===== src/sv/lpcp_pkg.sv =====
// Shared constants, types and register codes for the lidar point projection block.
`timescale 1ns / 1ps
`default_nettype none

package lpcp_pkg;

  localparam int IMAGE_WIDTH_DEF  = 1280;
  localparam int IMAGE_HEIGHT_DEF = 720;

  localparam int COORD_BITS  = 12;
  localparam int SQRT_STAGES = 32;
  localparam int COLOR_BITS  = 8;
  localparam int CFG_INDEX_W = 3;
  localparam int CFG_DATA_W  = 32;

  typedef enum logic [CFG_INDEX_W-1:0] {
    REG_FOCAL_X   = 3'd0,
    REG_FOCAL_Y   = 3'd1,
    REG_CENTER_X  = 3'd2,
    REG_CENTER_Y  = 3'd3,
    REG_SHIFT_X   = 3'd4,
    REG_SHIFT_Y   = 3'd5,
    REG_SHIFT_Z   = 3'd6,
    REG_MAX_DEPTH = 3'd7
  } reg_index_t;

  localparam logic [27:0]        FOCAL_X_RST   = 28'd59487316;
  localparam logic [27:0]        FOCAL_Y_RST   = 28'd59459576;
  localparam logic [27:0]        CENTER_X_RST  = 28'd41550244;
  localparam logic [27:0]        CENTER_Y_RST  = 28'd23559412;
  localparam logic signed [31:0] SHIFT_X_RST   = -32'sd7930;
  localparam logic signed [31:0] SHIFT_Y_RST   = -32'sd2163;
  localparam logic signed [31:0] SHIFT_Z_RST   = -32'sd8323;
  localparam logic [30:0]        MAX_DEPTH_RST = 31'd196608;

  // Rotation Rz * Ry * Rx in Q2.30
  localparam logic signed [31:0] ROT [3][3] = '{
    '{ -32'sd3388355,   -32'sd1073713543,  32'sd7017940  },
    '{  32'sd759209812, -32'sd7358459,    -32'sd759254779 },
    '{  32'sd759282876,  32'sd2566226,     32'sd759213036 }
  };

  localparam logic signed [63:0] ROUND_HALF = 64'sd536870912;

  typedef struct packed {
    logic                  ok;
    logic [COORD_BITS-1:0] col;
    logic [COORD_BITS-1:0] row;
  } pix_t;

  typedef struct packed {
    logic        show;
    logic        far;
    logic [10:0] col;
    logic [9:0]  row;
  } color_tag_t;

endpackage

`default_nettype wire


===== src/sv/lpcp_sqrt.sv =====
// Pipelined integer square root of a 64-bit word, one root bit per stage.
`timescale 1ns / 1ps
`default_nettype none

module lpcp_sqrt
  import lpcp_pkg::*;
#(
  parameter int TAG_W = 2
) (
  input  logic                     clk,
  input  logic [2*SQRT_STAGES-1:0] radicand,
  input  logic [TAG_W-1:0]         tag_in,
  output logic [SQRT_STAGES-1:0]   root,
  output logic [TAG_W-1:0]         tag_out
);

  localparam int SW = 2 * SQRT_STAGES;

  logic [SW-1:0]    n_s    [1:SQRT_STAGES];
  logic [SW-1:0]    root_s [1:SQRT_STAGES];
  logic [TAG_W-1:0] tag_s  [1:SQRT_STAGES];

  for (genvar s = 0; s < SQRT_STAGES; s++) begin : g_stage
    localparam logic [SW-1:0] BIT = SW'(1) << (SW - 2 - 2 * s);
    logic [SW-1:0]    n_i;
    logic [SW-1:0]    root_i;
    logic [TAG_W-1:0] tag_i;
    logic [SW-1:0]    trial;

    if (s == 0) begin : g_first
      assign n_i    = radicand;
      assign root_i = '0;
      assign tag_i  = tag_in;
    end else begin : g_next
      assign n_i    = n_s[s];
      assign root_i = root_s[s];
      assign tag_i  = tag_s[s];
    end

    assign trial = root_i + BIT;

    always_ff @(posedge clk) begin
      if (n_i >= trial) begin
        n_s[s+1]    <= n_i - trial;
        root_s[s+1] <= (root_i >> 1) + BIT;
      end else begin
        n_s[s+1]    <= n_i;
        root_s[s+1] <= root_i >> 1;
      end
      tag_s[s+1] <= tag_i;
    end
  end

  assign root    = root_s[SQRT_STAGES][SQRT_STAGES-1:0];
  assign tag_out = tag_s[SQRT_STAGES];

endmodule

`default_nettype wire


===== config.mk =====
export PLATFORM = sky130hd
export DESIGN_NAME = lpcp_sqrt
export DESIGN_NICKNAME = d
export VERILOG_FILES = /design/src/sv/lpcp_pkg.sv /design/src/sv/lpcp_sqrt.sv
export SDC_FILE = /design/constraint.sdc
export NUM_CORES = 2
export LEC_CHECK = 0
export BUFFER_PORTS_ARGS = -buffer_cell sky130_fd_sc_hd__buf_4
export CORE_MARGIN = 2
export CORE_UTILIZATION = 26
export DETAILED_ROUTE_END_ITERATION = 8
export PLACE_DENSITY = 0.39
export SYNTH_ARGS = -nofsm -noshare
export SYNTH_HDL_FRONTEND = slang
export SYNTH_MEMORY_MAX_BITS = 65536
export SYNTH_SLANG_ARGS = --single-unit

===== constraint.sdc =====
create_clock -name clk -period 3.7 [get_ports clk]
set_clock_uncertainty 0.1 [all_clocks]
set_input_delay 0.925 -clock clk [delete_from_list [all_inputs] [get_ports clk]]
set_output_delay 0.925 -clock clk [all_outputs]
set_load 0.01 [all_outputs]

==> metrics.json <==
{
  "outcome": "finished clean",
  "synth_top_cell_area_share_pct": 53.61,
  "p_per_area_mw_per_mm2": 782.1,
  "numPlacedInstances": 15180,
  "fin_area_sq_mm": 0.1193,
  "grt_antenna_before_repair": 4,
  "syn_area_per_cell_sq_um": 9.963,
  "dieHeight_um": 612.3,
  "count_of_flip_flops_with_a_built_in_enable_after_synthesis": 0,
  "all_layer_global_routing_usage_pct": 15.75,
  "cp_data_arrival_time_ns": 4.28,
  "layout.nets": 11240,
  "yosys_warnings": 0,
  "cp_num_buf_inv": 2,
  "grt.overflow.total": 0,
  "grt.met1_usage_pct": 15.98,
  "final_util_pct": 32.37,
  "final-seq-area_sq_mm": 0.05159,
  "vias": 70350,
  "gp_congestion": 0.8762,
  "timing.rr.end": "n_s[0][2029]",
  "setup.worst_path.start_class": "register",
  "finalWorstPathRequiredPeriod_ns": 3.631,
  "cts_sinks": 2576,
  "critical_path.max_fanout": 6,
  "initial_drc_count": 3204,
  "finalHoldViolCount": 0,
  "worst_r2r_startpoint": "n_s[0][1969]",
  "wirelength_routed_mm": 302.0,
  "hpwlAfterDp_mm": 245.0,
  "worst-endpoint-required_ns": 4.35,
  "syn_std_cell_area_sq_mm": 0.09620,
  "timing.max_cap.violations": 0,
  "maxSlewHeadroom_pct": 36.60,
  "vdd_ir_drop_max_v": 0.0004773,
  "syn-num-nets": 10280,
  "numCtsBuffers": 291,
  "start_util_pct": 26.10,
  "holdPathEnd": "tag_s[5][0]",
  "drive_gt1_share_pct": 14.24,
  "totalPowerFinal_mw": 93.32,
  "timing.critical_path.slowest_stage_cell": "or4_4",
  "timing.critical_path.cells": "nor4_4 -> nand4b_1 -> or4_4 -> or4_4 -> or4_4 -> a31oi_4 -> o41a_4 -> buf_6 -> nor4_1 -> buf_4 -> and3_4 -> xor2_1",
  "setup_cp_type": "register to register",
  "use_met2_pct": 31.81,
  "core-area_sq_mm": 0.3686,
  "clockRootBuffer": "clkbuf_16",
  "tritoncts": "done",
  "flow.area_growth_from_synthesis_pct": 24.04,
  "period_utilisation_layout_pct": 98.12,
  "clkLatencyLatePin_ns": 0.92,
  "clock_path_buffers": 4,
  "clk_pin_slew_ns": 0.06,
  "timing.hold.worst.class": "register to register",
  "ports": 101,
  "pin_count_of_the_biggest_net_entering_global_routing": 61,
  "grt_first_pass_wirelength_mm": 452.5,
  "critical_path.most_common_cell": "or4_4",
  "cp_slowest_stage_delay_ns": 0.60,
  "drt-wirelength-per-cell_um": 19.13,
  "r2r.worst_path.cells": 12,
  "number_of_remaining_drc_errors": 0,
  "worst-slew-pin-transition_ns": 0.9423,
  "finish.cell_count_without_fillers": 15790,
  "worst_slack_ns": 0.06946,
  "asyncSetResetFlopFracSynth_pct": 0,
  "postSynthRegisterBits": 2576,
  "die_area_sq_mm": 0.3749,
  "num-fill-cells": 37700,
  "holdWs_ns": 0.1665,
  "crit_path_end_kind": "register",
  "synthFlopType": "dfxtp_1",
  "timing.final.setup_violations": 0,
  "fmax_mhz": 275.4,
  "multiInputGateArea_sq_mm": 0.04227,
  "timing.hold.worst.start": "tag_s[4][6]",
  "setup_tns_ns": 0,
  "layout.cells.most_common_list": "2564 x dfxtp_1, 780 x buf_4, 694 x inv_1",
  "fp-row-count": 223,
  "firstDrtPassIters": 5,
  "synth_largest_area_cell": "dfxtp_1",
  "final_common_cell": "dfxtp_1",
  "worst_path_dominant_cell_family": "simple AND/OR/NAND/NOR gates",
  "grt_busiest_layer": "met2",
  "drv_slew": 0,
  "grt.met3_usage_pct": 1.720,
  "port_buffers": 100,
  "leakagePower_nw": 53.82,
  "synth-seq-area-share_pct": 53.61,
  "antenna_left": 0,
  "reg2reg_slack_ns": 0.07,
  "synth.top_cells.by_area": "dfxtp_1 54%, ha_1 7.3%, xnor2_1 4.3%",
  "detailedPlace.worstSlack_ns": -1.045,
  "via_count_normalized_by_instance_count": 4.456,
  "cts.htree.levels": 5,
  "worst_hold_path.num_cells": 0,
  "floorplan.die.width_um": 612.3,
  "synth.lib_cells_used.distinct": 90,
  "grt_pass1_vias": 73800,
  "placed_area_sq_mm": 0.1076,
  "syn-instance-count": 9655
}
[flip-flops by register name (all words and copies together), names as in the netlist]
| signal | cells |
|---|---|
| n_s | 1984 |
| tag_s | 64 |
| root_s | 528 |
[synth_stat cells, types with 61 or more instances]
library cell  number
nor4_1           320
nand4_1          164
o21ai_0          457
inv_1            696
nor2_1           665
nand2b_1         123
xnor2_1          475
o21a_1            88
ha_1             558
a21oi_1          644
a31oi_1           61
nor3_1           237
or4_1             71
or3_1             97
nand2_1          630
nand3_1          184
xor2_1           403
a21o_1           234
dfxtp_1         2576
clkbuf_1         165
[power breakdown]
part / total (mW) / switching (mW) / leakage (nW) / internal, mW
clock network: 29.4 / 11.8 / 4.83 / 17.7
logic: 23.9 / 12.9 / 27.4 / 11.0
registers: 40.0 / 6.12 / 21.6 / 33.9
total: 93.3 / 30.8 / 53.8 / 62.5
[kinds of logic (layout without fill, tap and decap cells)]
group                    Yosys count  count (layout)  synth area share [%]
multiplexers                      69              69                0.8194
flip-flops                      2576            2576                 53.61
XOR/XNOR                         878             878                 7.994
adder cells (fa/ha/maj)          558             558                 7.258
AND/OR/NAND/NOR                 2839            2839                 15.12
AO/OA/AOI/OAI                   1839            1839                 11.65
other                              0               5                     0
buffers and inverters            896            2072                 3.546
[metal layers]
layer / vias up / routed length (um) / part of all wire, %
li1: 35470 / - / -
met1: 33290 / 113500 / 38
met2: 1032 / 167000 / 55
met3: 556 / 7379 / 2.4
met4: 0 / 14140 / 4.7
met5: - / 0 / 0
[repair_timing]
action                                  4_1_cts  5_1_grt
resized for setup                            45      164
endpoints found under the setup margin      156      180
gates cloned                                  0        2
hold endpoints to repair                     64        0
hold buffers                                 64        0
pin swaps                                     8       55
buffers inserted                              6       19
[cell type report]
type | instances | share of cell area (%)
Multi-Input combinational cell | 6183 | 35.42
Clock inverter | 98 | 1.090
Clock buffer | 413 | 7.122
Inverter | 698 | 2.198
Tap cell | 4950 | 5.190
Timing Repair Buffer | 863 | 5.738
Antenna cell | 5 | 0.01049
Sequential cell | 2576 | 43.23
[how the worst max path moves through the flow]
stage / slack, ns / to / startpoint / cells past startpoint
after detailed placement: -1.05 / n_s[0][1960] / n_s[0][1894] / 11
after floorplan: 0.34 / n_s[0][1849] / root_s[0][1762] / 15
after global placement: -1.01 / n_s[0][1960] / n_s[0][1894] / 11
after CTS: 0.001 / n_s[0][1847] / root_s[0][1744] / 16
final: 0.07 / n_s[0][2029] / n_s[0][1969] / 12
after global routing: -0.02 / n_s[0][1341] / root_s[0][1245] / 14
Power figures use the tool's default switching activity.
